<file path="src/design/substring_search_top_defines.svh">
// ----------------------------------------------------------------------------
// substring_search_top_defines.svh
// Assertion macros for the substring search block.
// ----------------------------------------------------------------------------
`ifndef SUBSTRING_SEARCH_TOP_DEFINES_SVH
`define SUBSTRING_SEARCH_TOP_DEFINES_SVH

// Same-cycle implication, clocked on aclk, off during reset.
`define SSS_ASSERT_IMP(name, ante, cons) \
    name: assert property (@(posedge aclk) disable iff (!aresetn) (ante) |-> (cons)) \
        else $error("substring_search: check failed");

// Next-cycle implication, clocked on aclk, off during reset.
`define SSS_ASSERT_NXT(name, ante, cons) \
    name: assert property (@(posedge aclk) disable iff (!aresetn) (ante) |=> (cons)) \
        else $error("substring_search: check failed");

`endif

</file>
<file path="src/design/sss_pkg.sv">
// ----------------------------------------------------------------------------
// sss_pkg
// Shared constants and types for the substring search block.
// ----------------------------------------------------------------------------
`default_nettype none

package sss_pkg;

    localparam int PATTERN_MAX = 16;   // cells in the window chain, 1..64
    localparam int REG_BYTES   = 16;   // pattern bytes the registers hold
    localparam int PAT_LIM     = (PATTERN_MAX < REG_BYTES) ? PATTERN_MAX : REG_BYTES;
    localparam int LEN_W       = $clog2(PATTERN_MAX + 1);
    localparam int PIDX_W      = (PAT_LIM > 1) ? $clog2(PAT_LIM) : 1;

    localparam int BYTE_W = 8;
    localparam int POS_W  = 32;
    localparam int CNT_W  = 16;
    localparam int REG_W  = 64;
    localparam int ADDR_W = 5;
    localparam int PLEN_W = 5;

    localparam logic [POS_W-1:0]  POS_MAX    = '1;
    localparam logic [CNT_W-1:0]  CNT_MAX    = '1;
    localparam logic [BYTE_W-1:0] TERMINATOR = 8'h00;

    // register index = paddr[4:3]
    localparam logic [1:0] REG_PAT_LO   = 2'd0;
    localparam logic [1:0] REG_PAT_HI   = 2'd1;
    localparam logic [1:0] REG_PAT_LEN  = 2'd2;
    localparam logic [1:0] REG_FIND_ALL = 2'd3;

    typedef logic [PAT_LIM-1:0][BYTE_W-1:0] sss_pat_t;

    typedef struct packed {
        sss_pat_t             pat;
        logic [LEN_W-1:0]     eff_len;
        logic                 find_all;
    } sss_cfg_t;

endpackage

`default_nettype wire

</file>
<file path="src/design/sss_cfg.sv">
// ----------------------------------------------------------------------------
// sss_cfg
// APB register file; derives the effective pattern length.
// ----------------------------------------------------------------------------
`default_nettype none

module sss_cfg import sss_pkg::*; (
    input  wire logic              aclk,
    input  wire logic              aresetn,
    input  wire logic              psel,
    input  wire logic              penable,
    input  wire logic              pwrite,
    input  wire logic [ADDR_W-1:0] paddr,
    input  wire logic [REG_W-1:0]  pwdata,
    output logic      [REG_W-1:0]  prdata,
    output logic                   pready,
    output sss_cfg_t               cfg
);

    logic [REG_W-1:0]  pat_lo_reg;
    logic [REG_W-1:0]  pat_hi_reg;
    logic [PLEN_W-1:0] pat_len_reg;
    logic              find_all_reg;
    logic [2*REG_W-1:0] pat_all;
    logic [LEN_W-1:0]  len_clamp;
    logic [LEN_W-1:0]  len_cut;
    logic              wr_en;

    assign pready = 1'b1;
    assign wr_en  = psel & penable & pwrite;

    always_ff @(posedge aclk) begin
        if (!aresetn) begin
            pat_lo_reg   <= '0;
            pat_hi_reg   <= '0;
            pat_len_reg  <= '0;
            find_all_reg <= 1'b0;
        end else if (wr_en) begin
            case (paddr[4:3])
                REG_PAT_LO:   pat_lo_reg   <= pwdata;
                REG_PAT_HI:   pat_hi_reg   <= pwdata;
                REG_PAT_LEN:  pat_len_reg  <= pwdata[PLEN_W-1:0];
                REG_FIND_ALL: find_all_reg <= pwdata[0];
                default:      ;
            endcase
        end
    end

    always_comb begin
        case (paddr[4:3])
            REG_PAT_LO:   prdata = pat_lo_reg;
            REG_PAT_HI:   prdata = pat_hi_reg;
            REG_PAT_LEN:  prdata = {{(REG_W-PLEN_W){1'b0}}, pat_len_reg};
            REG_FIND_ALL: prdata = {{(REG_W-1){1'b0}}, find_all_reg};
            default:      prdata = '0;
        endcase
    end

    assign pat_all = {pat_hi_reg, pat_lo_reg};

    // length limited to the usable bytes, then cut at the first zero byte
    always_comb begin
        if (int'(pat_len_reg) > PAT_LIM) begin
            len_clamp = LEN_W'(PAT_LIM);
        end else begin
            len_clamp = LEN_W'(pat_len_reg);
        end
        len_cut = len_clamp;
        for (int i = PAT_LIM - 1; i >= 0; i--) begin
            if ((pat_all[i*BYTE_W +: BYTE_W] == TERMINATOR) && (LEN_W'(i) < len_clamp)) begin
                len_cut = LEN_W'(i);
            end
        end
    end

    always_comb begin
        for (int i = 0; i < PAT_LIM; i++) begin
            cfg.pat[i] = pat_all[i*BYTE_W +: BYTE_W];
        end
        cfg.eff_len  = len_cut;
        cfg.find_all = find_all_reg;
    end

endmodule

`default_nettype wire

</file>
<file path="src/design/sss_cell.sv">
// ----------------------------------------------------------------------------
// sss_cell
// One window slot: holds a text byte, passes it on, compares the incoming byte.
// ----------------------------------------------------------------------------
`default_nettype none

module sss_cell import sss_pkg::*; (
    input  wire logic              aclk,
    input  wire logic              shift_en,
    input  wire logic [BYTE_W-1:0] byte_in,
    input  wire logic [BYTE_W-1:0] expected,
    input  wire logic              in_use,
    output logic      [BYTE_W-1:0] byte_out,
    output logic                   hit
);

    logic [BYTE_W-1:0] byte_reg;

    always_ff @(posedge aclk) begin
        if (shift_en) begin
            byte_reg <= byte_in;
        end
    end

    assign byte_out = byte_reg;
    // compare what this slot will hold after the shift
    assign hit = !in_use || (byte_in == expected);

endmodule

`default_nettype wire

</file>
<file path="src/design/substring_search_top.sv">
// ----------------------------------------------------------------------------
// substring_search_top
// Streaming non-overlapping substring search over a zero-terminated text.
// Output: a result beat is on m_* in the cycle after the text beat that causes it.
// Throughput: one text byte per cycle; the window compare is a single pass
//   over the cell chain, so bytes go back to back while m_ready keeps up.
// Reset: aresetn (synchronous, low) clears the registers and per-text state;
//   a terminator beat clears the per-text state for the next text.
// ----------------------------------------------------------------------------
`default_nettype none

`include "substring_search_top_defines.svh"

module substring_search_top import sss_pkg::*; (
    input  wire logic              aclk,
    input  wire logic              aresetn,
    // APB configuration
    input  wire logic              psel,
    input  wire logic              penable,
    input  wire logic              pwrite,
    input  wire logic [ADDR_W-1:0] paddr,
    input  wire logic [REG_W-1:0]  pwdata,
    output logic      [REG_W-1:0]  prdata,
    output logic                   pready,
    // text in
    input  wire logic              s_valid,
    output logic                   s_ready,
    input  wire logic [BYTE_W-1:0] s_text_byte,
    // results out
    output logic                   m_valid,
    input  wire logic              m_ready,
    output logic      [POS_W-1:0]  m_match_offset,
    output logic                   m_found,
    output logic      [CNT_W-1:0]  m_match_count,
    output logic                   m_end_of_text
);

    sss_cfg_t cfg;

    sss_cfg u_cfg (
        .aclk    (aclk),
        .aresetn (aresetn),
        .psel    (psel),
        .penable (penable),
        .pwrite  (pwrite),
        .paddr   (paddr),
        .pwdata  (pwdata),
        .prdata  (prdata),
        .pready  (pready),
        .cfg     (cfg)
    );

    // ---------------------------------------------------------------- handshake
    logic accept;
    logic is_term;
    logic shift_en;

    logic m_valid_reg, m_valid_next;

    // single output register: take a new byte whenever the held beat leaves
    assign s_ready  = !m_valid_reg || m_ready;
    assign accept   = s_valid && s_ready;
    assign is_term  = (s_text_byte == TERMINATOR);
    assign shift_en = accept && !is_term;

    // ---------------------------------------------------------------- cell chain
    // Cell i holds window[i] (0 = newest). On a shift each cell checks the byte
    // it is about to take against pattern byte (len-1-i).
    logic [PATTERN_MAX-1:0][BYTE_W-1:0] chain;
    logic [PATTERN_MAX-1:0]             hits;

    for (genvar gi = 0; gi < PATTERN_MAX; gi++) begin : g_cell
        logic              in_use;
        logic [LEN_W-1:0]  sel;
        logic [BYTE_W-1:0] expected;
        logic [BYTE_W-1:0] byte_in;

        assign in_use   = (LEN_W'(gi) < cfg.eff_len);
        assign sel      = cfg.eff_len - LEN_W'(gi + 1);
        assign expected = cfg.pat[PIDX_W'(sel)];

        if (gi == 0) begin : g_head
            assign byte_in = s_text_byte;
        end else begin : g_link
            assign byte_in = chain[gi-1];
        end

        sss_cell u_cell (
            .aclk     (aclk),
            .shift_en (shift_en),
            .byte_in  (byte_in),
            .expected (expected),
            .in_use   (in_use),
            .byte_out (chain[gi]),
            .hit      (hits[gi])
        );
    end

    // ---------------------------------------------------------------- per-text state
    logic [POS_W-1:0] pos_reg,   pos_next;
    logic [LEN_W-1:0] bsr_reg,   bsr_next;      // bytes since restart, saturating
    logic [CNT_W-1:0] cnt_reg,   cnt_next;
    logic [POS_W-1:0] first_reg, first_next;
    logic             found_reg, found_next;

    logic [LEN_W-1:0] bsr_inc;
    logic [CNT_W-1:0] cnt_inc;
    logic [POS_W-1:0] start_pos;
    logic             match;

    assign bsr_inc = (bsr_reg < LEN_W'(PATTERN_MAX)) ? bsr_reg + 1'b1 : bsr_reg;
    assign cnt_inc = (cnt_reg != CNT_MAX) ? cnt_reg + 1'b1 : cnt_reg;

    // match start; pinned at the top once the position has saturated
    assign start_pos = (pos_reg == POS_MAX) ? POS_MAX
                     : pos_reg - POS_W'(cfg.eff_len) + POS_W'(1);

    // first mode stops looking after one match
    assign match = shift_en
                && (cfg.eff_len != '0)
                && (cfg.find_all || !found_reg)
                && (bsr_inc >= cfg.eff_len)
                && (&hits);

    always_comb begin
        pos_next   = pos_reg;
        bsr_next   = bsr_reg;
        cnt_next   = cnt_reg;
        first_next = first_reg;
        found_next = found_reg;
        if (accept && is_term) begin
            pos_next   = '0;
            bsr_next   = '0;
            cnt_next   = '0;
            first_next = '0;
            found_next = 1'b0;
        end else if (shift_en) begin
            if (pos_reg != POS_MAX) begin
                pos_next = pos_reg + 1'b1;
            end
            bsr_next = bsr_inc;
            if (match) begin
                bsr_next = '0;       // restart right after the match
                cnt_next = cnt_inc;
                if (!found_reg) begin
                    first_next = start_pos;
                    found_next = 1'b1;
                end
            end
        end
    end

    always_ff @(posedge aclk) begin
        if (!aresetn) begin
            pos_reg   <= '0;
            bsr_reg   <= '0;
            cnt_reg   <= '0;
            first_reg <= '0;
            found_reg <= 1'b0;
        end else begin
            pos_reg   <= pos_next;
            bsr_reg   <= bsr_next;
            cnt_reg   <= cnt_next;
            first_reg <= first_next;
            found_reg <= found_next;
        end
    end

    // ---------------------------------------------------------------- result register
    logic [POS_W-1:0] off_reg, off_next;
    logic             fnd_reg, fnd_next;
    logic [CNT_W-1:0] mcnt_reg, mcnt_next;
    logic             eot_reg, eot_next;

    always_comb begin
        m_valid_next = m_valid_reg && !m_ready;
        off_next     = off_reg;
        fnd_next     = fnd_reg;
        mcnt_next    = mcnt_reg;
        eot_next     = eot_reg;
        if (accept && is_term) begin
            // summary beat; an empty pattern counts as found at offset zero
            m_valid_next = 1'b1;
            eot_next     = 1'b1;
            if (cfg.eff_len == '0) begin
                off_next  = '0;
                fnd_next  = 1'b1;
                mcnt_next = '0;
            end else begin
                off_next  = first_reg;
                fnd_next  = found_reg;
                mcnt_next = cnt_reg;
            end
        end else if (match) begin
            m_valid_next = 1'b1;
            eot_next     = 1'b0;
            off_next     = start_pos;
            fnd_next     = 1'b1;
            mcnt_next    = cnt_inc;
        end
    end

    always_ff @(posedge aclk) begin
        if (!aresetn) begin
            m_valid_reg <= 1'b0;
        end else begin
            m_valid_reg <= m_valid_next;
        end
    end

    always_ff @(posedge aclk) begin
        off_reg  <= off_next;
        fnd_reg  <= fnd_next;
        mcnt_reg <= mcnt_next;
        eot_reg  <= eot_next;
    end

    assign m_valid        = m_valid_reg;
    assign m_match_offset = off_reg;
    assign m_found        = fnd_reg;
    assign m_match_count  = mcnt_reg;
    assign m_end_of_text  = eot_reg;

    // ---------------------------------------------------------------- checks
    // a match beat always carries found and a nonzero count
    `SSS_ASSERT_IMP(a_match_beat_found, m_valid && !m_end_of_text, m_found)
    `SSS_ASSERT_IMP(a_match_beat_count, m_valid && !m_end_of_text, m_match_count != '0)
    // a terminator leaves the per-text state cleared
    `SSS_ASSERT_NXT(a_term_clears, accept && is_term,
                    pos_reg == '0 && bsr_reg == '0 && cnt_reg == '0 && !found_reg)

endmodule

`default_nettype wire

</file>
<file path="config.mk">
export PLATFORM = sky130hd
export DESIGN_NAME = substring_search_top
export DESIGN_NICKNAME = d
export VERILOG_FILES = /design/src/design/sss_pkg.sv /design/src/design/sss_cfg.sv /design/src/design/sss_cell.sv /design/src/design/substring_search_top.sv
export VERILOG_INCLUDE_DIRS = /design/src /design/src/design
export SDC_FILE = /design/constraint.sdc
export NUM_CORES = 1
export LEC_CHECK = 0
export ABC_AREA = 1
export BUFFER_PORTS_ARGS = -buffer_cell sky130_fd_sc_hd__buf_4
export CORE_MARGIN = 2
export CORE_UTILIZATION = 40
export DETAILED_ROUTE_END_ITERATION = 10
export PLACE_DENSITY = 0.59
export SLEW_MARGIN = 20
export SYNTH_ARGS = -nofsm -noshare
export SYNTH_HDL_FRONTEND = slang
export SYNTH_SLANG_ARGS = --single-unit
</file>
<file path="constraint.sdc">
create_clock -name aclk -period 12.1 [get_ports aclk]
set_input_delay 2.42 -clock aclk [delete_from_list [all_inputs] [get_ports aclk]]
set_output_delay 2.42 -clock aclk [all_outputs]
set_load 0.05 [all_outputs]
</file>
=== Word-level counts from Yosys, hierarchy flattened ===
Index checks and enable logic that the tools add are counted.

* Add/subtract/negate cells: 21
* Multiply operators: 0
* Divide/modulo/power cells: 0
* Order comparisons: 51
* Eq/ne operators: 22
* Shift operators: 0
* Mux-type cells: 65
* Bitwise logic cells: 4
* Reductions and logical operators: 92

{| class="wikitable"
|+ Operators by type and width
! operator !! number
|-
| binary-select mux 8 bit (select 4 bit) || 16
|-
| one-hot mux 64 bit (4 select lines) || 1
|-
| logical NOT 8 bit || 17
|-
| equality test 8 bit || 16
|-
| two-way mux 32 bit || 4
|-
| two-way mux 8 bit || 16
|-
| two-way mux 5 bit || 19
|-
| less-than comparator 4 x 5 -> 1 bit (first input constant) || 16
|-
| less-than comparator 4 x 5 -> 1 bit (second input constant) || 16
|-
| adder 32 x 1 -> 32 bit (second input constant) || 2
|-
| two-way mux 16 bit || 4
|-
| less-than comparator 3 x 5 -> 1 bit (first input constant) || 8
|-
| equality test 32 bit (second input constant) || 1
|-
| != test 32 bit (second input constant) || 1
|-
| subtractor 32 x 5 -> 32 bit || 1
|-
| subtractor 4 bit (second input constant) || 8
|-
| logical AND 1 bit || 24
|-
| logical NOT 1 bit || 20
|-
| less-than comparator 1 x 5 -> 1 bit (first input constant) || 4
|-
| less-than comparator 2 x 5 -> 1 bit (first input constant) || 4
|-
| logical OR 1 bit || 18
|-
| adder 16 x 1 -> 16 bit (second input constant) || 1
|-
| != test 16 bit (second input constant) || 1
|-
| AND reduction 16 bit || 1
|-
| other kinds (19) || 36
|}

* Bits in registers: 391
* Bits in latches: 0
* Bits in writable memories: 0
* Memory bits (read-only): 0
* Input port bits: 84
* Output and inout port bits: 117
* Word-level logic and storage cells: 284
* Memories: 0

=== Longest topological paths before layout ===
Gate-level depths: netlist (run 1).

* Word-level depth: 29
* Gate-level depth with buffers: 42
* Gate-level depth less buffers: 40

=== Modules after synthesis ===
From an unflattened synthesis (run 1), not the netlist that was laid out.

* Cell total of the unflattened synthesis: 4221
* Area, all modules: 27371.3 sq um

{| class="wikitable"
|+ By module, submodules not included
! module !! times used !! cells an instance !! area an instance (sq um)
|-
| substring_search_top || 1 || 2716 || 15254.6
|-
| sss_cell || 16 || 40 || 380.4
|-
| sss_cfg || 1 || 865 || 6030.8
|}

=== Least setup slack after synthesis (run 1) ===
No wires, ideal clock.

* Kind: input -> register
* Start point: input m_ready
* End point: register pos_reg[31]
* Setup time: 70 ps
* Data arrival time: 12202 ps
* Required time: 12030 ps
* Path slack: -172 ps
* Stages: 21
* Path buffers: 0
* Path through: inv_1 > nand2_1 > nand2_1 > nor2_1 > clkinv_1 > nor2_1 > nand4_1 > nor2_1 > nand2_1 > inv_1 > nand3_1 > nor2_1 > nand4_1 > nor2_1 > nand2_1 > inv_1 > nand3_1 > inv_1 > nand3_1 > or2_2 > a21oi_1

* Longest elaborated chain between the ends: 4
* Elaborated cells between the ends (all ways): 6

{| class="wikitable"
|+ Ends and longest elaborated chain
! what !! RTL line !! RTL
|-
| start, declared || substring_search_top.sv:31 || <nowiki>input wire logic m_ready,</nowiki>
|-
| logical OR 1 bit || substring_search_top.sv:61 || <nowiki>assign s_ready = !m_valid_reg || m_ready;</nowiki>
|-
| named net s_ready || substring_search_top.sv:27 || <nowiki>output logic s_ready,</nowiki>
|-
| logical AND 1 bit || substring_search_top.sv:62 || <nowiki>assign accept = s_valid && s_ready;</nowiki>
|-
| logical AND 1 bit || substring_search_top.sv:64 || <nowiki>assign shift_en = accept && !is_term;</nowiki>
|-
| named net g_cell[0].u_cell.shift_en || sss_cell.sv:9 || <nowiki>input wire logic shift_en,</nowiki>
|-
| AND reduction 2 bit (no source line) || n/a ||
|-
| end signal, assigned || substring_search_top.sv:161 || <nowiki>pos_reg <= pos_next;</nowiki>
|-
| end, declared || substring_search_top.sv:100 || <nowiki>logic [POS_W-1:0] pos_reg, pos_next;</nowiki>
|}

The timed path passes the listed nets, and every way through them passes these cells.
A chain may end at the register's enable or synchronous reset.

=== Worst setup path after layout (run 1) ===
* Start point: register u_cfg.pat_hi_reg[6]
* End point: register mcnt_reg[11] (netlist: m_match_count[11]) (enable)

* Longest elaborated chain between the ends: 19
* Elaborated cells between the ends (all ways): 131

{| class="wikitable"
|+ Ends and longest elaborated chain
! what !! RTL line !! RTL
|-
| start, declared || sss_cfg.sv:21 || <nowiki>logic [REG_W-1:0] pat_hi_reg;</nowiki>
|-
| start signal, assigned || sss_cfg.sv:41 || <nowiki>REG_PAT_HI: pat_hi_reg <= pwdata;</nowiki>
|-
| logical NOT 8 bit || sss_cfg.sv:70 || <nowiki>if ((pat_all[i*BYTE_W +: BYTE_W] == TERMINATOR) && (LEN_W'(i) < len_clamp)) begin</nowiki>
|-
| logical AND 1 bit || sss_cfg.sv:70 ||
|-
| two-way mux 5 bit (9 in a row) || sss_cfg.sv:70 ||
|-
| subtractor 4 x 1 -> 4 bit, or another cell as far along || substring_search_top.sv:79 || <nowiki>assign sel = cfg.eff_len - LEN_W'(gi + 1);</nowiki>
|-
| binary-select mux 8 bit (select 4 bit) || substring_search_top.sv:80 || <nowiki>assign expected = cfg.pat[PIDX_W'(sel)];</nowiki>
|-
| two-way mux 8 bit (implied by the code) || substring_search_top.sv:80 ||
|-
| equality test 8 bit || sss_cell.sv:27 || <nowiki>assign hit = !in_use || (byte_in == expected);</nowiki>
|-
| logical OR 1 bit || sss_cell.sv:27 ||
|-
| AND reduction 16 bit || substring_search_top.sv:123 || <nowiki>&& (&hits);</nowiki>
|-
| logical AND 1 bit * || substring_search_top.sv:123 ||
|-
| nonzero test 2 bit (no source line) * || n/a ||
|-
| end signal, assigned || substring_search_top.sv:214 || <nowiki>mcnt_reg <= mcnt_next;</nowiki>
|-
| end, declared || substring_search_top.sv:172 || <nowiki>logic [CNT_W-1:0] mcnt_reg, mcnt_next;</nowiki>
|}

Every way passes the cells marked *; elsewhere a longest branch is shown, timed or not. The select of a mux whose other input is x is not followed.

==> key figures, run 1 <==
Route
  – Pre-antenna DRT Iters: 11
  – Routed len/inst: around 23 µm
  – Vias: 28,930
  – # DRC: 0
  – DR vias/cell: approximately 5.8
  – Wirelength, routed: 113,300 µm
  – DRT iter0 DRCs: 3,943
  – Remaining antenna violation count after routing: 0

Placement
  – IO Port Bufs: slightly below 200
  – Dpl ws: around 4.3 ns
  – Gpl congestion: 1.033
  – Placed Area: approximately 29,000 µm²
  – Dpl hpwl: between 80,000 and 90,000 µm

Hold path
  – Min-Delay Path Depth: 2
  – Min-delay worst type: reg2reg

Clock tree
  – Clk buf depth: 3
  – Post-CTS setup buffer count: 0
  – Max H-tree Level: 2
  – Resize count post-CTS: 0
  – Clock buffer count from CTS: between 40 and 50
  – TritonCTS clock tree: built
  – Root Driver: clkbuf_16
  – Clock Latency Late Sink: 0.64 ns
  – CTS clk-pin slew, worst paths: roughly 0.060 ns
  – Sink Count: about 400
  – Hold buffers post-CTS: 0

Synth
  – Yosys Warn Count: 0
  – Post-Syn Instances: about 4,000
  – Netlist cell types: 52
  – Cell Area, Synth: about 27,000 µm²
  – Number of flops mapped to enable cells by yosys: about 170
  – Top cells by area, synth: edfxtp_1 (19%), nand3_1 (17%), dfxtp_1 (17%)
  – Asr flop ratio synth: 0%
  – Synth area leader: edfxtp_1
  – Mapped Avg Cell Area: approximately 6.7 µm²
  – Register area share after synthesis: between 30% and 40%
  – Syn Nets: roughly 4,200
  – Synth top area share: 18.98%
  – Top_reg_cell synth: dfxtp_1
  – FF+latch count, synth: roughly 400

Timing
  – Fmax achieved: 123.4 MHz
  – Relative slew slack: between 20% and 30%
  – Final Hold Viols: 0
  – RSZ-0062 raised after global routing: false
  – Post-layout minimum cycle time: ~8.1 ns
  – Final setup viols: 0
  – Setup ws final: around 4 ns
  – Fin. max-slew vios: 0
  – Period utilization: 66.99%
  – Worst Skew: slightly above 0.04 ns
  – Worst slew pin tran: 1.126 ns
  – Setup_tns: 0 ns

Setup path
  – Largest fanout on the critical path: slightly above 90
  – Critical Path AT: between 8 and 9 ns
  – Startpoint type of the worst setup path: register
  – Worst Reg-to-Reg Cells: 27
  – Critical path type: reg2reg
  – Reg-to-reg slack, setup: between 3 and 4 ns
  – Critical path endpoint category: register
  – Worst EP required: 12.35 ns

Finish
  – Layout cells sized above 1: under 10%
  – Fillers: 6,820
  – Final nets: 4,249
  – Max reg flops: 120
  – Commonest non-fill, non-tap cell in the layout: nand2_1
  – Highest-count cells in the layout ignoring fill and taps: nand2_1 (1,040), nand3_1 (918), inv_1 (370), nor2_1 (227), buf_4 (227)
  – Area Growth Syn to Fin: 13.74%
  – Fin area: about 30,000 µm²

Run status
  – Status: finished, final reports clean

Die
  – Die W: around 260 µm
  – Area of the die: between 60,000 and 70,000 µm²
  – Ports: 201
  – Starting Density: between 40% and 50%
  – Core area: about 66,000 µm²
  – Die Span Y: 262.6 µm
  – # rows: 94

GRT
  – Initial antenna violation count: 8
  – Number of global-route vias before repair: between 20,000 and 30,000
  – Congestion Overflow GR: 0
  – Pin count of the biggest net entering global routing: about 120
  – Global-route wire length before repair: 165,200 µm
  – Total GRT Usage: roughly a third

Power and ir drop
  – PwrDens: approximately 180 nW/µm²
  – Maximum VDD drop: between 0.0001 and 0.00015 V
  – Leak: roughly 14 nW

Job
  – Max-Cap Viols: 0
[path summary, 6_finish.rpt]
kind | from | end
hold / removal | m_end_of_text | m_end_of_text
setup reg to reg | u_cfg.pat_hi_reg[6] | m_match_count[11]
setup / recovery | u_cfg.pat_hi_reg[6] | m_match_count[11]
hold reg to reg | m_end_of_text | m_end_of_text
[Yosys cell counts, types with 11 or more instances]
library cell	instances
inv_2	13
buf_4	19
o21ai_0	223
o22ai_1	63
nor2_1	229
nand3_1	918
a21oi_1	219
nand3b_1	52
nand2_1	1044
buf_2	40
dfxtp_1	222
xnor2_1	12
or2_2	17
xor2_1	37
o21ai_1	11
nor3_1	17
nand4_1	32
inv_1	374
nor4_1	16
edfxtp_1	169
clkbuf_1	116
ha_1	77
buf_1	25
[through the flow]
stage          hold WS (ns)  cells  total power [W]  util (%)
6_report             0.4505   4996         0.005595     46.09
5_1_grt              0.4760   4991         0.005880     46.07
4_1_cts              0.4552   4991         0.005512     46.06
3_5_place_dp         0.4423   4901         0.003975     43.51
3_3_place_gp         0.4429   4901         0.003964     43.51
2_1_floorplan        0.4408   4011         0.003231         -
[logic make-up after synthesis]
group                    count (synthesis)  synth area share [%]
adder cells (fa/ha/maj)                 78                 3.678
XOR/XNOR                                54                 1.951
buffers and inverters                  593                 8.811
AO/OA/AOI/OAI                          544                 10.81
AND/OR/NAND/NOR                       2350                 39.14
other                                    1               0.01402
flip-flops                             391                 35.60
[metal layers]
| metal | global-route usage [%] | routed length (µm) |
|---|---|---|
| met2 | 46.73 | 47090 |
| met3 | 9.024 | 13240 |
| met5 | 0 | 87 |
| met4 | 17.58 | 6966 |
| met1 | 41.92 | 45930 |
[area by class of cell]
class	count	area [µm²]	share of cell area [%]
Tap cell	864	1081	3.555
Clock buffer	69	1423	4.678
Multi-Input combinational cell	3027	14940	49.13
Timing Repair Buffer	227	1704	5.603
Clock inverter	21	257.7	0.8475
Sequential cell	391	9519	31.30
Inverter	392	1475	4.850
Antenna cell	5	12.51	0.04114
[critical path, cell delays in order (launching register included)]
cell,delay (ns)
dfxtp_1,0.48
nor4_1,0.61
o2111ai_1,0.32
nand2_1,0.14
nand2_1,0.05
nand2_1,0.06
nand2_1,0.05
nand2_1,0.17
nand2_4,0.27
nand2_4,0.61
buf_4,0.86
nand2_1,0.10
o21ai_1,0.47
nand2_1,0.15
nand3_1,0.15
nand3_1,0.12
nand2_1,0.10
nand2_1,0.05
a21oi_1,0.32
nand2_1,0.08
nor2_1,0.23
nor2_1,0.06
nor2_1,0.12
nand2_1,0.09
nor2_4,0.34
nand2_2,0.54
nand2_2,0.61
buf_4,0.48
[power breakdown]
part,internal [W],switching (W)
sequential,0.00145,0.0000426
combinational,0.000703,0.00187
clock,0.000893,0.000637
No activity file was read; power rests on OpenSTA's default activity.
==> run 2, diff against run 1 <==
--- a/config.mk
+++ b/config.mk
@@ -6,7 +6,7 @@
 export SDC_FILE = /design/constraint.sdc
 export NUM_CORES = 1
 export LEC_CHECK = 0
-export ABC_AREA = 1
+export ABC_AREA = 0
 export BUFFER_PORTS_ARGS = -buffer_cell sky130_fd_sc_hd__buf_4
 export CORE_MARGIN = 2
 export CORE_UTILIZATION = 40
==> constraint.sdc (replaced) <==
create_clock -name aclk -period 6.8 [get_ports aclk]
set_input_delay 1.36 -clock aclk [delete_from_list [all_inputs] [get_ports aclk]]
set_output_delay 1.36 -clock aclk [all_outputs]
set_load 0.05 [all_outputs]
==> key figures, run 2 <==
Run status
  – Status: finished, final reports clean

Setup path
  – CP max stage delay: 0.71 ns (-0.15 ns)
  – Critical path endpoint category: register
  – Critical Path AT: 7.11 ns (-1.25 ns)
  – Worst EP required: 7.35 ns (-5.00 ns)
  – Critical path type: reg2reg
  – Crit-path cells: or4_1, a2111o_1, a21oi_2, o41a_2, nor2_8, buf_4, ha_2, buf_4, or4b_2, nand3_1, buf_12, mux2i_1, mux2i_1, xnor2_1, nand4_1, or4_1, a222oi_1, and4_1, nand4_4, buf_12, nor2_4, buf_12, mux2i_1
  – Startpoint type of the worst setup path: register
  – Critical path origin: u_cfg.pat_hi_reg[17]
  – CP max stage cell: or4b_2
  – Largest fanout on the critical path: 25 (-73%)
  – Reg2reg start: u_cfg.pat_hi_reg[17]

Die
  – Starting Density: 40.38% (-0.15 points)
  – Ports: 201 (unchanged)
  – # rows: 98 (+4.3%)
  – Area of the die: 74,320 µm² (+7.8%)
  – Die W: 272.6 µm (+3.8%)
  – Die Span Y: 272.6 µm (+3.8%)
  – Core area: 71,490 µm² (+8.3%)

GRT
  – Pin count of the biggest net entering global routing: 92 (-24%)
  – Total GRT Usage: 30.84% (-0.96 points)
  – Number of global-route vias before repair: 25,580 (-2.1%)
  – Congestion Overflow GR: 0 (unchanged)
  – Initial antenna violation count: 2 (-6)
  – Global-route wire length before repair: 170,500 µm (+3.2%)

Hold path
  – Hold_sp: first_reg[20]
  – Min-delay worst type: reg2reg

Finish
  – Highest-count cells in the layout ignoring fill and taps: buf_4 (454), nand2_1 (422), mux2i_1 (305), a21oi_1 (289), nor2_1 (222)
  – Final nets: 3,700 (-13%)
  – Area Growth Syn to Fin: 20.07%
  – Layout cells sized above 1: 20.41% (+11 points)
  – Commonest non-fill, non-tap cell in the layout: buf_4
  – Max reg flops: 120 (unchanged)

Route
  – WL met2: 50,450 µm (+7.1%)
  – DR top layer: met5
  – Routed metal-1 wirelength: 47,730 µm (+3.9%)
  – Pre-antenna DRT Iters: 7 (-4)
  – Remaining antenna violation count after routing: 0 (unchanged)
  – DRT iter0 DRCs: 3,448 (-13%)
  – Wirelength, routed: 117,900 µm (+4.1%)
  – # DRC: 0 (unchanged)
  – Routed len/inst: 26.04 µm (+15%)
  – Met3 wire length: 12,460 µm (-5.8%)
  – DR vias/cell: 6.050 (+4.5%)
  – Vias: 27,390 (-5.3%)

Synth
  – Asr flop ratio synth: 0% (unchanged)
  – Synth top area share: 17.58% (-1.4 points)
  – Synth area leader: edfxtp_1
  – Top_reg_cell synth: dfxtp_1
  – FF+latch count, synth: 391 (unchanged)
  – Top cells by area, synth: edfxtp_1 (18%), dfxtp_1 (15%), mux2i_1 (11%)
  – Register area share after synthesis: 32.98% (-2.6 points)
  – Yosys Warn Count: 0 (unchanged)
  – Netlist cell types: 102 (+96%)
  – Number of flops mapped to enable cells by yosys: 169 (unchanged)
  – Syn Nets: 3,398 (-19%)
  – Cell Area, Synth: 28,860 µm² (+7.9%)
  – Count leader, synth: nand2_1
  – Top cells by count, synth: nand2_1 (427), mux2i_1 (307), a21oi_1 (290)
  – Mapped Avg Cell Area: 8.920 µm² (+34%)
  – Post-Syn Instances: 3,236 (-19%)

Clock tree
  – Max H-tree Level: 2 (unchanged)
  – CTS clk-pin slew, worst paths: 0.06 ns (about the same)
  – Sink Count: 391 (unchanged)
  – TritonCTS clock tree: built
  – Root Driver: clkbuf_16
  – Clock Latency Late Sink: 0.62 ns (-0.02 ns)
  – Clk buf depth: 3 (unchanged)
  – Post-CTS setup buffer count: 0 (unchanged)
  – Clock buffer count from CTS: 46 (-4.2%)

Power and ir drop
  – PwrDens: 222.1 nW/µm² (+21%)
  – Leak: 13.32 nW (-5.0%)
  – Maximum VDD drop: 0.0002354 V (+110%)

Timing
  – Fin. max-slew vios: 0 (unchanged)
  – RSZ-0062 raised after global routing: false
  – Post-layout minimum cycle time: 6.568 ns (-1.537 ns)
  – Fmax achieved: 152.2 MHz (+23%)
  – Worst slew pin tran: 1.345 ns (+0.2182 ns)
  – Period utilization: 96.59% (+30 points)
  – Setup_tns: 0 ns (unchanged)
  – Worst Skew: 0.03170 ns (-0.009682 ns)
  – Relative slew slack: 8.045% (-17 points)
  – Final Hold Viols: 0 (unchanged)
  – Final setup viols: 0 (unchanged)
  – Fin Hold WS: 0.4528 ns (+0.002274 ns)

Job
  – Max-Cap Viols: 0 (unchanged)

Placement
  – IO Port Bufs: 196 (unchanged)
  – Gpl congestion: 1.045 (+1.2%)
  – Dpl hpwl: 90,380 µm (+7.7%)
[run 2: cell count changes after synthesis, sizes merged, moves of 94 or more]
cell	change
xnor2	+128
o21ai	-94
nand2	-627
nand3	-804
inv	-302
mux2i	+308
[run 2: worst paths after layout]
kind	end	depth (start not counted)	slack, ns
setup / recovery	first_reg[7]	23	0.23
hold / removal	first_reg[20]	2	0.45
setup reg to reg	first_reg[7]	23	0.23
hold reg to reg	first_reg[20]	2	0.45
[run 2: layout make-up]
type	count	area (µm²)
fill	6875	36830
multi-input combinational	2537	18220
sequential	391	9520
timing repair buffer	476	3849
clock buffer	57	1222
tap	950	1189
inverter	86	337.8
clock inverter	29	314.1
antenna	1	2.502
[run 2: worst max-delay path, delay by kind of cell, from the launching register on]
kind,cells,cell delay [ns]
compound gates,4,1.31
simple gates,9,2.81
fa+ha+maj,1,0.18
flops,1,0.32
buf+inv,5,0.89
xor+xnor,1,0.23
mux,3,0.74
[run 2: report_power, final]
group / internal (W) / leakage [nW] / switching [W] / total, W
clock network: 0.00145 / 0.754 / 0.00111 / 0.00256
logic: 0.000944 / 9.16 / 0.00151 / 0.00245
registers: 0.00258 / 3.40 / 0.0000986 / 0.00268
[run 2: repair_timing]
| item | CTS | global route |
|---|---|---|
| setup endpoints to repair | 0 | 111 |
| hold buffers | 0 | 0 |
| gates resized for setup | 0 | 18 |
[run 2: metrics by stage]
step	setup slack, ns	utilization, %	total power (W)	cell area, µm²	cells
after floorplan	0.03847	-	0.004220	28890	3236
after global placement	0.09357	46.22	0.005103	33040	4440
after detailed placement	0.1063	46.22	0.005107	33040	4440
after CTS	0.1049	48.37	0.007669	34580	4526
after global routing	0.006458	48.48	0.007933	34650	4526
final	0.2317	48.48	0.007698	34660	4527
[run 2: metal layers]
metal	track usage, %	up-vias
met3	8.022	324
met4	16.06	2
met2	45.97	1458
met5	0	-
li1	-	12500
met1	41.01	13110
[run 2: cell families after synthesis]
family                   after synthesis  share of synthesized area [%]
AO/OA/AOI/OAI                        743                          16.37
XOR/XNOR                             218                          6.667
adder cells (fa/ha/maj)               78                          3.407
buffers and inverters                308                          4.504
flip-flops                           391                          32.98
multiplexers                         417                          18.41
other                                  1                        0.01299
AND/OR/NAND/NOR                     1080                          17.65
